**config.mk**
```make
export PLATFORM = sky130hd
export DESIGN_NAME = sha1_byte_stream_hasher_core
export DESIGN_NICKNAME = d
export VERILOG_FILES = /design/src/hw/rtl/sha1_pkg.sv /design/src/hw/rtl/sha1_datapath.sv /design/src/hw/rtl/sha1_ctrl.sv /design/src/hw/rtl/sha1_byte_stream_hasher_core.sv
export SDC_FILE = /design/constraint.sdc
export NUM_CORES = 2
export LEC_CHECK = 0
export ABC_CLOCK_PERIOD_IN_PS = 13700
export BUFFER_PORTS_ARGS = -buffer_cell sky130_fd_sc_hd__buf_2
export CORE_AREA = 2 2 603 425
export CTS_BUF_LIST = sky130_fd_sc_hd__clkbuf_8
export CTS_CLUSTER_SIZE = 25
export DETAILED_ROUTE_END_ITERATION = 12
export DIE_AREA = 0 0 605 427
export PLACE_DENSITY_LB_ADDON = 0.08
export SLEW_MARGIN = 10
export SYNTH_ARGS = -nofsm -noshare
export SYNTH_HDL_FRONTEND = slang
export SYNTH_SLANG_ARGS = --single-unit
```
**constraint.sdc**
```tcl
create_clock -name clk -period 13.7 [get_ports clk]
set_input_delay 2.74 -clock clk [delete_from_list [all_inputs] [get_ports clk]]
set_output_delay 2.74 -clock clk [all_outputs]
set_load 0.03 [all_outputs]
```
**src/hw/rtl/sha1_pkg.sv**
```systemverilog
// Shared types and constants for the SHA-1 byte stream hasher.
// No dependencies; imported by sha1_datapath, sha1_ctrl and the top level.
`timescale 1ns / 1ps
package sha1_pkg;

  localparam logic [31:0] K0 = 32'h5a827999;
  localparam logic [31:0] K1 = 32'h6ed9eba1;
  localparam logic [31:0] K2 = 32'h8f1bbcdc;
  localparam logic [31:0] K3 = 32'hca62c1d6;
  localparam logic [7:0]  PAD_BYTE = 8'h80;
  localparam logic [31:0] IV_A = 32'h67452301;
  localparam logic [31:0] IV_B = 32'hefcdab89;
  localparam logic [31:0] IV_C = 32'h98badcfe;
  localparam logic [31:0] IV_D = 32'h10325476;
  localparam logic [31:0] IV_E = 32'hc3d2e1f0;

  localparam logic [2:0] REG_INIT_A = 3'd0;
  localparam logic [2:0] REG_INIT_B = 3'd1;
  localparam logic [2:0] REG_INIT_C = 3'd2;
  localparam logic [2:0] REG_INIT_D = 3'd3;
  localparam logic [2:0] REG_INIT_E = 3'd4;

  typedef enum logic [2:0] {
    ST_IDLE,
    ST_PAD,
    ST_ROUND,
    ST_FOLD,
    ST_OUT
  } state_t;

  // Commands from the controller to the datapath.
  typedef struct packed {
    logic       load_iv;     // copy starting vector into hash words
    logic       put_byte;    // write the data byte or pad_val at byte_pos in the schedule
    logic [5:0] byte_pos;
    logic [7:0] pad_val;
    logic       put_len;     // write bit length into words 14 and 15
    logic       cnt_inc;
    logic       cnt_clr;
    logic       start_blk;   // load working words from hash words
    logic       round_en;
    logic [6:0] round;
    logic       fold;        // add working words into hash words
  } sha1_cmd_t;

  typedef struct packed {
    logic [5:0] cnt_low;
  } sha1_stat_t;

endpackage

```
**src/hw/rtl/sha1_datapath.sv**
```systemverilog
// SHA-1 datapath: hash words, working words, rolling schedule, byte count.
// Depends on sha1_pkg; driven by sha1_ctrl.
`timescale 1ns / 1ps
module sha1_datapath import sha1_pkg::*; (
  input  logic             clk,
  input  logic             rst_n,
  input  sha1_cmd_t        cmd,
  input  logic [7:0]       data_byte,
  input  logic             use_data,
  input  logic [159:0]     init_words,
  input  logic [2:0]       out_sel,
  output logic [31:0]      digest_word,
  output sha1_stat_t       stat
);

  logic [31:0] hash_r [5];
  logic [31:0] v_r [5];
  logic [31:0] w_r [16];
  logic [60:0] cnt_r;

  logic [3:0]  widx;
  logic [31:0] wsched;
  logic [31:0] wcur;
  logic [31:0] f;
  logic [31:0] k;
  logic [31:0] tmp;
  logic [7:0]  bval;
  logic [63:0] bits;

  assign stat.cnt_low = cnt_r[5:0];
  assign widx   = cmd.round[3:0];
  assign wsched = w_r[widx + 4'd13] ^ w_r[widx + 4'd8] ^ w_r[widx + 4'd2] ^ w_r[widx];
  assign wcur   = (cmd.round < 7'd16) ? w_r[widx] : {wsched[30:0], wsched[31]};
  assign bval   = use_data ? data_byte : cmd.pad_val;
  assign bits   = {cnt_r, 3'b000};

  always_comb begin
    if (cmd.round < 7'd20) begin
      f = (v_r[1] & v_r[2]) ^ (~v_r[1] & v_r[3]);
      k = K0;
    end else if (cmd.round < 7'd40) begin
      f = v_r[1] ^ v_r[2] ^ v_r[3];
      k = K1;
    end else if (cmd.round < 7'd60) begin
      f = (v_r[1] & v_r[2]) ^ (v_r[1] & v_r[3]) ^ (v_r[2] & v_r[3]);
      k = K2;
    end else begin
      f = v_r[1] ^ v_r[2] ^ v_r[3];
      k = K3;
    end
  end

  assign tmp = {v_r[0][26:0], v_r[0][31:27]} + f + k + v_r[4] + wcur;

  always_comb begin
    case (out_sel)
      3'd0:    digest_word = hash_r[0];
      3'd1:    digest_word = hash_r[1];
      3'd2:    digest_word = hash_r[2];
      3'd3:    digest_word = hash_r[3];
      default: digest_word = hash_r[4];
    endcase
  end

  always_ff @(posedge clk) begin
    if (!rst_n) begin
      cnt_r <= '0;
    end else if (cmd.cnt_clr) begin
      cnt_r <= '0;
    end else if (cmd.cnt_inc) begin
      cnt_r <= cnt_r + 61'd1;
    end
  end

  always_ff @(posedge clk) begin
    if (!rst_n) begin
      hash_r[0] <= IV_A;
      hash_r[1] <= IV_B;
      hash_r[2] <= IV_C;
      hash_r[3] <= IV_D;
      hash_r[4] <= IV_E;
    end else if (cmd.load_iv) begin
      for (int i = 0; i < 5; i++) hash_r[i] <= init_words[32*i +: 32];
    end else if (cmd.fold) begin
      for (int i = 0; i < 5; i++) hash_r[i] <= hash_r[i] + v_r[i];
    end
  end

  always_ff @(posedge clk) begin
    if (cmd.start_blk) begin
      for (int i = 0; i < 5; i++) v_r[i] <= hash_r[i];
    end else if (cmd.round_en) begin
      v_r[4] <= v_r[3];
      v_r[3] <= v_r[2];
      v_r[2] <= {v_r[1][1:0], v_r[1][31:2]};
      v_r[1] <= v_r[0];
      v_r[0] <= tmp;
    end
  end

  always_ff @(posedge clk) begin
    if (cmd.put_byte) begin
      case (cmd.byte_pos[1:0])
        2'd0:    w_r[cmd.byte_pos[5:2]] <= {bval, 24'd0};
        2'd1:    w_r[cmd.byte_pos[5:2]][23:16] <= bval;
        2'd2:    w_r[cmd.byte_pos[5:2]][15:8] <= bval;
        default: w_r[cmd.byte_pos[5:2]][7:0] <= bval;
      endcase
    end else if (cmd.put_len) begin
      w_r[14] <= bits[63:32];
      w_r[15] <= bits[31:0];
    end else if (cmd.round_en && cmd.round >= 7'd16) begin
      w_r[widx] <= wcur;
    end
  end

endmodule

```
**src/hw/rtl/sha1_ctrl.sv**
```systemverilog
// SHA-1 sequencer: byte intake, padding, 80 rounds per block, digest output.
// Depends on sha1_pkg; commands sha1_datapath.
`timescale 1ns / 1ps
module sha1_ctrl import sha1_pkg::*; (
  input  logic       clk,
  input  logic       rst_n,
  input  logic       in_tvalid,
  output logic       in_tready,
  input  logic       byte_present,
  input  logic       end_of_message,
  output logic       use_data,
  input  sha1_stat_t stat,
  output sha1_cmd_t  cmd,
  output logic       out_tvalid,
  input  logic       out_tready,
  output logic [2:0] out_sel
);

  state_t      state_r, state_nxt;
  logic [6:0]  round_r, round_nxt;
  logic [5:0]  pos_r, pos_nxt;
  logic        fin_r, fin_nxt;    // end of message taken; with pos_r at 56 the block running is the last one
  logic        started_r, started_nxt;
  logic [2:0]  sel_r, sel_nxt;
  logic        acc;
  logic [5:0]  pos_next;

  assign out_sel = sel_r;
  assign acc = in_tvalid && in_tready;
  assign pos_next = stat.cnt_low + 6'd1;

  always_ff @(posedge clk) begin
    if (!rst_n) begin
      state_r   <= ST_IDLE;
      round_r   <= '0;
      // Outside padding the position rests on the length field, so a zero
      // after a fold only ever marks the second pad block.
      pos_r     <= 6'd56;
      fin_r     <= 1'b0;
      started_r <= 1'b0;
      sel_r     <= '0;
    end else begin
      state_r   <= state_nxt;
      round_r   <= round_nxt;
      pos_r     <= pos_nxt;
      fin_r     <= fin_nxt;
      started_r <= started_nxt;
      sel_r     <= sel_nxt;
    end
  end

  always_comb begin
    state_nxt   = state_r;
    round_nxt   = round_r;
    pos_nxt     = pos_r;
    fin_nxt     = fin_r;
    started_nxt = started_r;
    sel_nxt     = sel_r;
    cmd         = '0;
    cmd.round   = round_r;
    use_data    = 1'b0;
    in_tready   = 1'b0;
    out_tvalid  = 1'b0;
    case (state_r)
      ST_IDLE: begin
        in_tready = 1'b1;
        if (acc && (byte_present || end_of_message)) begin
          cmd.load_iv = !started_r;
          started_nxt = 1'b1;
          if (byte_present) begin
            use_data     = 1'b1;
            cmd.put_byte = 1'b1;
            cmd.byte_pos = stat.cnt_low;
            cmd.cnt_inc  = 1'b1;
          end
          if (end_of_message) begin
            // Pad from the position after any byte taken in this beat.
            pos_nxt   = byte_present ? pos_next : stat.cnt_low;
            fin_nxt   = 1'b0;
            state_nxt = ST_PAD;
          end else if (pos_next == 6'd0) begin
            fin_nxt   = 1'b0;
            round_nxt = '0;
            state_nxt = ST_ROUND;
          end
          // No pending message byte beat leaves pad flag clear.
          if (end_of_message && byte_present && pos_next == 6'd0) begin
            // Full block first; padding begins at byte zero afterwards.
            pos_nxt   = '0;
            round_nxt = '0;
            state_nxt = ST_ROUND;
            fin_nxt   = 1'b1;
          end
        end
        if (state_nxt == ST_ROUND) cmd.start_blk = 1'b1;
      end
      ST_PAD: begin
        // One byte a cycle: 0x80 at the first position, zeros after.
        cmd.put_byte = 1'b1;
        cmd.byte_pos = pos_r;
        cmd.pad_val  = (pos_r == stat.cnt_low) ? PAD_BYTE : 8'd0;
        pos_nxt      = pos_r + 6'd1;
        if (pos_r == 6'd63) begin
          round_nxt     = '0;
          cmd.start_blk = 1'b1;
          fin_nxt       = 1'b0;
          state_nxt     = ST_ROUND;
        end else if (pos_r == 6'd55) begin
          cmd.put_byte  = 1'b1;
          round_nxt     = '0;
          fin_nxt       = 1'b1;
          state_nxt     = ST_FOLD;
          round_nxt     = 7'd127;
        end
      end
      ST_ROUND: begin
        if (round_r == 7'd127) begin
          // Length words land after the last pad byte, then rounds start.
          cmd.put_len   = 1'b1;
          cmd.start_blk = 1'b1;
          round_nxt     = '0;
        end else begin
          cmd.round_en = 1'b1;
          round_nxt    = round_r + 7'd1;
          if (round_r == 7'd79) state_nxt = ST_FOLD;
        end
      end
      ST_FOLD: begin
        if (round_r == 7'd127) begin
          state_nxt = ST_ROUND;
        end else begin
          cmd.fold = 1'b1;
          if (fin_r && pos_r == 6'd56) begin
            state_nxt = ST_OUT;
            sel_nxt   = '0;
          end else if (fin_r) begin
            // Full message block done with end pending: pad a fresh block.
            pos_nxt   = '0;
            fin_nxt   = 1'b0;
            state_nxt = ST_PAD;
          end else if (pos_r == 6'd0 && !started_r) begin
            state_nxt = ST_IDLE;
          end else if (pos_r == 6'd0) begin
            // Overflow pad block done: zero-fill the next one.
            state_nxt = ST_PAD;
          end else begin
            state_nxt = ST_IDLE;
          end
        end
      end
      ST_OUT: begin
        out_tvalid = 1'b1;
        if (out_tready) begin
          sel_nxt = sel_r + 3'd1;
          if (sel_r == 3'd4) begin
            cmd.load_iv = 1'b1;
            cmd.cnt_clr = 1'b1;
            started_nxt = 1'b0;
            state_nxt   = ST_IDLE;
          end
        end
      end
      default: state_nxt = ST_IDLE;
    endcase
  end

endmodule

```
**src/hw/rtl/sha1_byte_stream_hasher_core.sv**
```systemverilog
// Top level of the SHA-1 byte stream hasher: APB registers, controller, datapath.
// Depends on sha1_pkg, sha1_ctrl and sha1_datapath.
`timescale 1ns / 1ps
// One byte is taken per beat; a beat that completes a 64-byte block is
// followed by the 80 rounds and the fold, with no input taken. An end beat
// pads one byte per cycle up to the length field, runs one or two blocks,
// then presents the five digest words on five output beats. The round
// engine, one round per cycle, sets the byte rate.
module sha1_byte_stream_hasher_core import sha1_pkg::*; (
  input  logic        clk,
  input  logic        rst_n,
  input  logic        in_tvalid,
  output logic        in_tready,
  input  logic [7:0]  in_tdata,   // [7:0] data_byte
  input  logic        in_tuser,   // [0] byte_present
  input  logic        in_tlast,   // end_of_message
  output logic        out_tvalid,
  input  logic        out_tready,
  output logic [39:0] out_tdata,  // [31:0] digest_word, [34:32] word_position
  output logic        out_tlast,  // last_word
  input  logic        cfg_psel,
  input  logic        cfg_penable,
  input  logic        cfg_pwrite,
  input  logic [4:0]  cfg_paddr,
  input  logic [31:0] cfg_pwdata,
  output logic [31:0] cfg_prdata,
  output logic        cfg_pready
);

  logic [31:0] init_r [5];
  logic [159:0] init_words;
  sha1_cmd_t   cmd;
  sha1_stat_t  stat;
  logic        use_data;
  logic [2:0]  sel;
  logic [31:0] digest;
  logic [2:0]  ridx;

  assign cfg_pready = 1'b1;
  assign ridx = cfg_paddr[4:2];

  always_ff @(posedge clk) begin
    if (!rst_n) begin
      init_r[0] <= IV_A;
      init_r[1] <= IV_B;
      init_r[2] <= IV_C;
      init_r[3] <= IV_D;
      init_r[4] <= IV_E;
    end else if (cfg_psel && cfg_penable && cfg_pwrite) begin
      case (ridx)
        REG_INIT_A: init_r[0] <= cfg_pwdata;
        REG_INIT_B: init_r[1] <= cfg_pwdata;
        REG_INIT_C: init_r[2] <= cfg_pwdata;
        REG_INIT_D: init_r[3] <= cfg_pwdata;
        REG_INIT_E: init_r[4] <= cfg_pwdata;
        default: ;
      endcase
    end
  end

  always_comb begin
    case (ridx)
      REG_INIT_A: cfg_prdata = init_r[0];
      REG_INIT_B: cfg_prdata = init_r[1];
      REG_INIT_C: cfg_prdata = init_r[2];
      REG_INIT_D: cfg_prdata = init_r[3];
      REG_INIT_E: cfg_prdata = init_r[4];
      default:    cfg_prdata = '0;
    endcase
  end

  assign init_words = {init_r[4], init_r[3], init_r[2], init_r[1], init_r[0]};

  sha1_ctrl u_ctrl (
    .clk, .rst_n, .in_tvalid, .in_tready,
    .byte_present(in_tuser), .end_of_message(in_tlast),
    .use_data, .stat, .cmd, .out_tvalid, .out_tready, .out_sel(sel)
  );

  sha1_datapath u_dp (
    .clk, .rst_n, .cmd, .data_byte(in_tdata), .use_data, .init_words,
    .out_sel(sel), .digest_word(digest), .stat
  );

  assign out_tdata = {5'd0, sel, digest};
  assign out_tlast = (sel == 3'd4);

endmodule

```
; Word level (Yosys, flattened, before mapping)
; Memories as Yosys holds them, arrays and structs flattened. A register that Yosys moved wholly into a read port is not among the register bits.
; Cells that the tools add are included.
[classes]
eq_ne = 35
order_cmp = 5
add_sub_neg = 17
bitwise = 37
mux = 165
n_reduce_logical = 31
[ops]
columns = cell, count
row1 = $mux W32, 28
row2 = $add A32 B32 Y32, 9
row3 = $xor A32 B32 Y32, 8
row4 = $pmux W32 S5, 1
row5 = $and A32 B32 Y32, 4
row6 = $pmux W32 S4, 1
row7 = $mux W1, 79
row8 = $reduce_or A32 Y1, 2
row9 = $add A61 B1 Y61 const B, 1
row10 = $mux W7, 8
row11 = $mux W8, 7
row12 = $mux W3, 18
row13 = $mux W6, 7
row14 = $not A32 Y32, 1
row15 = $mux W31, 1
row16 = $mux W4, 6
row17 = $or A1 B1 Y1, 23
row18 = $eq A3 B2 Y1 const B, 7
row19 = $pmux W7 S3, 1
row20 = $eq A6 B6 Y1 const B, 3
row21 = $pmux W6 S3, 1
row22 = $pmux W3 S5, 1
row23 = $eq A7 B7 Y1 const B, 2
row24 = $lt A7 B5 Y1 const B, 2
row25 = 35 further kinds, 69
[totals]
ff_bits = 82
mem_count = 4
ramBits = 992
inputBits = 54
[mem_list]
columns = memory, depth, word_bits, read_ports, rd_ports_with_merged_regs, write_ports, line
row1 = u_dp.w_r, 16, 32, 4, 1, 2, sha1_datapath.sv:18  ; logic [31:0] w_r [16];
row2 = init_r, 5, 32, 5, 0, 5, sha1_byte_stream_hasher_core.sv:30  ; logic [31:0] init_r [5];
row3 = u_dp.hash_r, 5, 32, 5, 0, 5, sha1_datapath.sv:16  ; logic [31:0] hash_r [5];
row4 = u_dp.v_r, 5, 32, 5, 0, 5, sha1_datapath.sv:17  ; logic [31:0] v_r [5];

; Logic depth before layout (Yosys ltp)
[depth]
ltp_word = 14
mapped_depth = 26
depth_no_buf = 22

; Hierarchy
; Synthesis repeated with hierarchy kept, for this count alone.
[unflattened]
cells_unflattened = 5401
area_unflattened_um2 = 67742.5
[by_module_without_submodules]
columns = module, cells_per_inst, area_per_inst_um2, instances, seq_area_each_um2
row1 = sha1_datapath, 4729, 59168.0, 1, 26175.1
row2 = sha1_byte_stream_hasher_core, 412, 6631.4, 1, 4804.6
row3 = sha1_ctrl, 260, 1943.1, 1, 420.4

; Worst setup path after synthesis
; No wires, ideal clock.
[synth_timing]
path_kind = reg2reg
startpoint = register u_ctrl.state_r[0]
endpoint = memory u_dp.v_r[0][0], enable pin
n_path_buf = 1
path_stages_with_launch = 6
path_slack_ps = 4344
setup_ps = 721
t_arrival_ps = 8635
cell_sequence = dfxtp_1 > clkbuf_1 > nand2b_1 > nor2_1 > nand2_1 > o211ai_1
[synth_rtl]
columns = item, line
row1 = "start, declared", sha1_ctrl.sv:19  ; state_t state_r, state_nxt;
row2 = "start signal, assigned", sha1_ctrl.sv:43  ; state_r <= state_nxt;
row3 = "end, declared", sha1_datapath.sv:17

==> metrics <==
run status=complete, no violations; clock skew=0.0610 ns; All-Layer GR Usage=roughly 22%; reg-to-reg endpoint=u_dp.v_r[0][29]; share of cells above drive strength 1=between 10% and 20%; minimum clock period=9.07 ns; Static Leakage=0.0279 uW; largest net degree at the start of global routing=around 120; crit end category=flop; DRT iter0 DRCs=5464; Yosys cell types=93; leading area contributor after synthesis=edfxtp_1; Layout area overhead=11.6%; RSZ-0062 raised after global routing=no; count of input and output buffers=121; asr flop ratio synth=0%; Cell Area, Placed=75000 um2; Pre-antenna DRT Iters=6; hold_buf cts=0; clk slew on worst S/H paths=0.07 ns; Tcrit/Tclk final=66.2%; total clock sinks=1078; Hold WC Path Type=reg -> reg; Post-synth EDFFs=989; Post-Synth Adder-Cell Area=between 7 and 8%; placer congestion estimate=0.894; Final Hold Viols=0; commonest cells in the netlist=989 x edfxtp_1, 678 x nand2_1, 410 x mux4_2, 395 x nor2_1, 371 x o21ai_0; CORE AREA=253000 um2; register area share after synthesis=between 40 and 50%; Synthesis Warnings=0; initial antenna violation count=16; Hold Path Origin=u_dp.cnt_r[48]; DIE AREA=roughly 260000 um2; Mapped Cells=6017; Root Buffer=clkbuf_8; max cap viols=0; WL/cell=29.7 um; Worst EP required=14.36 ns; postcts setup bufs=0; first-pass GRT wire length=398 mm; vias in the first global route=50616; Die W=between 600 and 700 um; CP Data Arrival Time=around 10 ns; Synth Flop Type=edfxtp_1; Syn Area/Cell=11.7 um2; # nets final=6480; r2r worst-path depth=22; WHS=0.492 ns; post-route ant nets=0; worst setup path class=reg -> reg; FF-to-FF Start=u_ctrl.round_r[1]; Yosys top cell area share=42.1%; DRC=0; Seq cells post-synth=1078; final setup violating endpoints=0; via-per-instance ratio=roughly 5.4; Finished Cell Area=78700 um2; crit start category=flop; post-cts gate resize count=0; clk buf depth=4; CTS tree=done; routed via count=52320; Clock Latency Late Sink=0.96 ns; mux cell area share after synthesis=between 10% and 20%; final wirelength=286 mm; Overflow after GRT=0; CTS Buf Count=205; Fin Setup TNS=0 ns; Netlist Area Pre-Place=70500 um2; Fmax achieved=110 MHz; reg-to-reg setup timing slack=approximately 4.6 ns; Slew HR=17.1%; post-synthesis simple-gate area fraction=9.72%; Hold Crit Depth=2; Hold EP=u_dp.cnt_r[48]; Row Count=155; Synth Area in XOR/XNOR=around 4.3%; main area contributors after synthesis=edfxtp_1 42%, mux4_2 13%, ha_1 3.7%, nand2_1 3.6%, fa_1 3.3%; final worst slack=4.63 ns; IO Pins=130; most numerous cell in the Yosys netlist=edfxtp_1; worst slack, placed=4.75 ns; Slew Limit Fails=0; CP Max Fanout=104; post-synthesis compound-gate area fraction=between 10% and 20%; DPL Wire Length=200 mm; Slew @ Worst Pin=1.24 ns; Pwr Density=227 nW/um2; htree depth=4; largest family of logic cells by synthesized area=multiplexers; Die H=427 um; Max IR drop VDD=0.271 mV; Initial Util=27.9%
how the worst max path moves through the flow:
stage                       from         endpoint  slack (ns)  cells past startpoint
2_1_floorplan  u_ctrl.state_r[0]   u_dp.v_r[0][0]        4.34                      5
3_3_place_gp   u_ctrl.round_r[1]  u_dp.v_r[0][29]        4.65                     21
3_5_place_dp   u_ctrl.round_r[1]  u_dp.v_r[0][30]        4.75                     22
4_1_cts        u_ctrl.round_r[1]  u_dp.v_r[0][30]        4.74                     22
5_1_grt        u_ctrl.round_r[1]  u_dp.v_r[0][28]        4.06                     22
6_report       u_ctrl.round_r[1]  u_dp.v_r[0][29]        4.63                     22
stage by stage:
stage	total power [uW]	util (%)	instances
after floorplan	11400	-	6021
final	17800	31.1	9629
after CTS	17900	31.1	9626
after global routing	19000	31.1	9629
after global placement	14700	29.6	9266
after detailed placement	14700	29.6	9266
registers in the layout, summed over array words and instances, names as in the netlist, named ones only:
register / cells
u_dp.w_r: 512
init_r: 160
u_ctrl.round_r: 7
u_dp.v_r: 160
u_ctrl.pos_r: 6
u_ctrl.started_r: 1
u_ctrl.out_sel: 3
u_dp.cnt_r: 61
u_dp.hash_r: 160
u_ctrl.state_r: 3
u_ctrl.fin_r: 1
metal layers:
layer | GRT usage (%) | vias up | share of wire [%]
met2 | 30.4 | 1705 | 41
li1 | - | 23071 | -
met4 | 5.59 | 4 | 2.6
met5 | 0 | - | 0.0073
met3 | 4.83 | 361 | 6.8
met1 | 33.4 | 27179 | 50
layout make-up:
class                   instances  area (um2)
clock inverters               143         714
well taps                    3375        4220
fillers                     25645      174000
diodes                          3        7.51
multi-input cells            4269       36600
flip-flops and latches       1078       31500
repair buffers                240        1560
clock buffers                 217        2990
inverters                     304        1140
cells in the final DEF, fill, tap and decap left out, types with 34 or more instances in the layout:
cell / n
ha_1: 209
fa_1: 117
nor3_1: 59
dfxtp_1: 82
buf_4: 114
mux2_2: 85
a31oi_1: 49
xor2_1: 132
o221ai_1: 37
nand2_1: 671
a22oi_1: 145
clkbuf_8: 217
nor2_1: 343
mux2i_1: 201
buf_2: 121
edfxtp_1: 989
or3_1: 48
a21o_1: 117
xnor2_1: 174
nor2_2: 49
a211oi_1: 56
and2_1: 64
clkinv_1: 44
mux4_2: 410
nand3_1: 71
a221oi_1: 41
a21oi_1: 270
inv_1: 366
o21ai_0: 363
o22ai_1: 47
nor2b_1: 49
o21a_1: 34
kinds of logic after synthesis:
logic type	Yosys count
compound gates	1388
xor+xnor	322
fa+ha+maj	328
buf+inv	674
flops	1078
mux	700
other cells	2
simple gates	1525
critical path: stages, from the launching register on:
cell	delay, ns
dfxtp_4	0.77
buf_12	0.46
nor2b_4	0.81
buf_4	0.71
a221o_1	0.33
o31ai_1	0.08
a221o_1	0.33
xnor2_1	0.19
xnor2_1	0.10
o21a_1	0.47
fa_1	0.61
inv_1	0.06
fa_1	0.40
a21oi_1	0.25
o22ai_1	0.22
o21ai_0	0.54
nand2_1	0.32
a211oi_1	0.71
o21ai_0	0.41
a21oi_1	0.29
o21ai_0	0.14
xnor2_1	0.23
o21ai_0	0.10
report_power, final:
part	internal, uW	switching [uW]
sequential	3960	364
combinational	4130	6250
clock	1540	1570
Power figures use the tool's default switching activity.
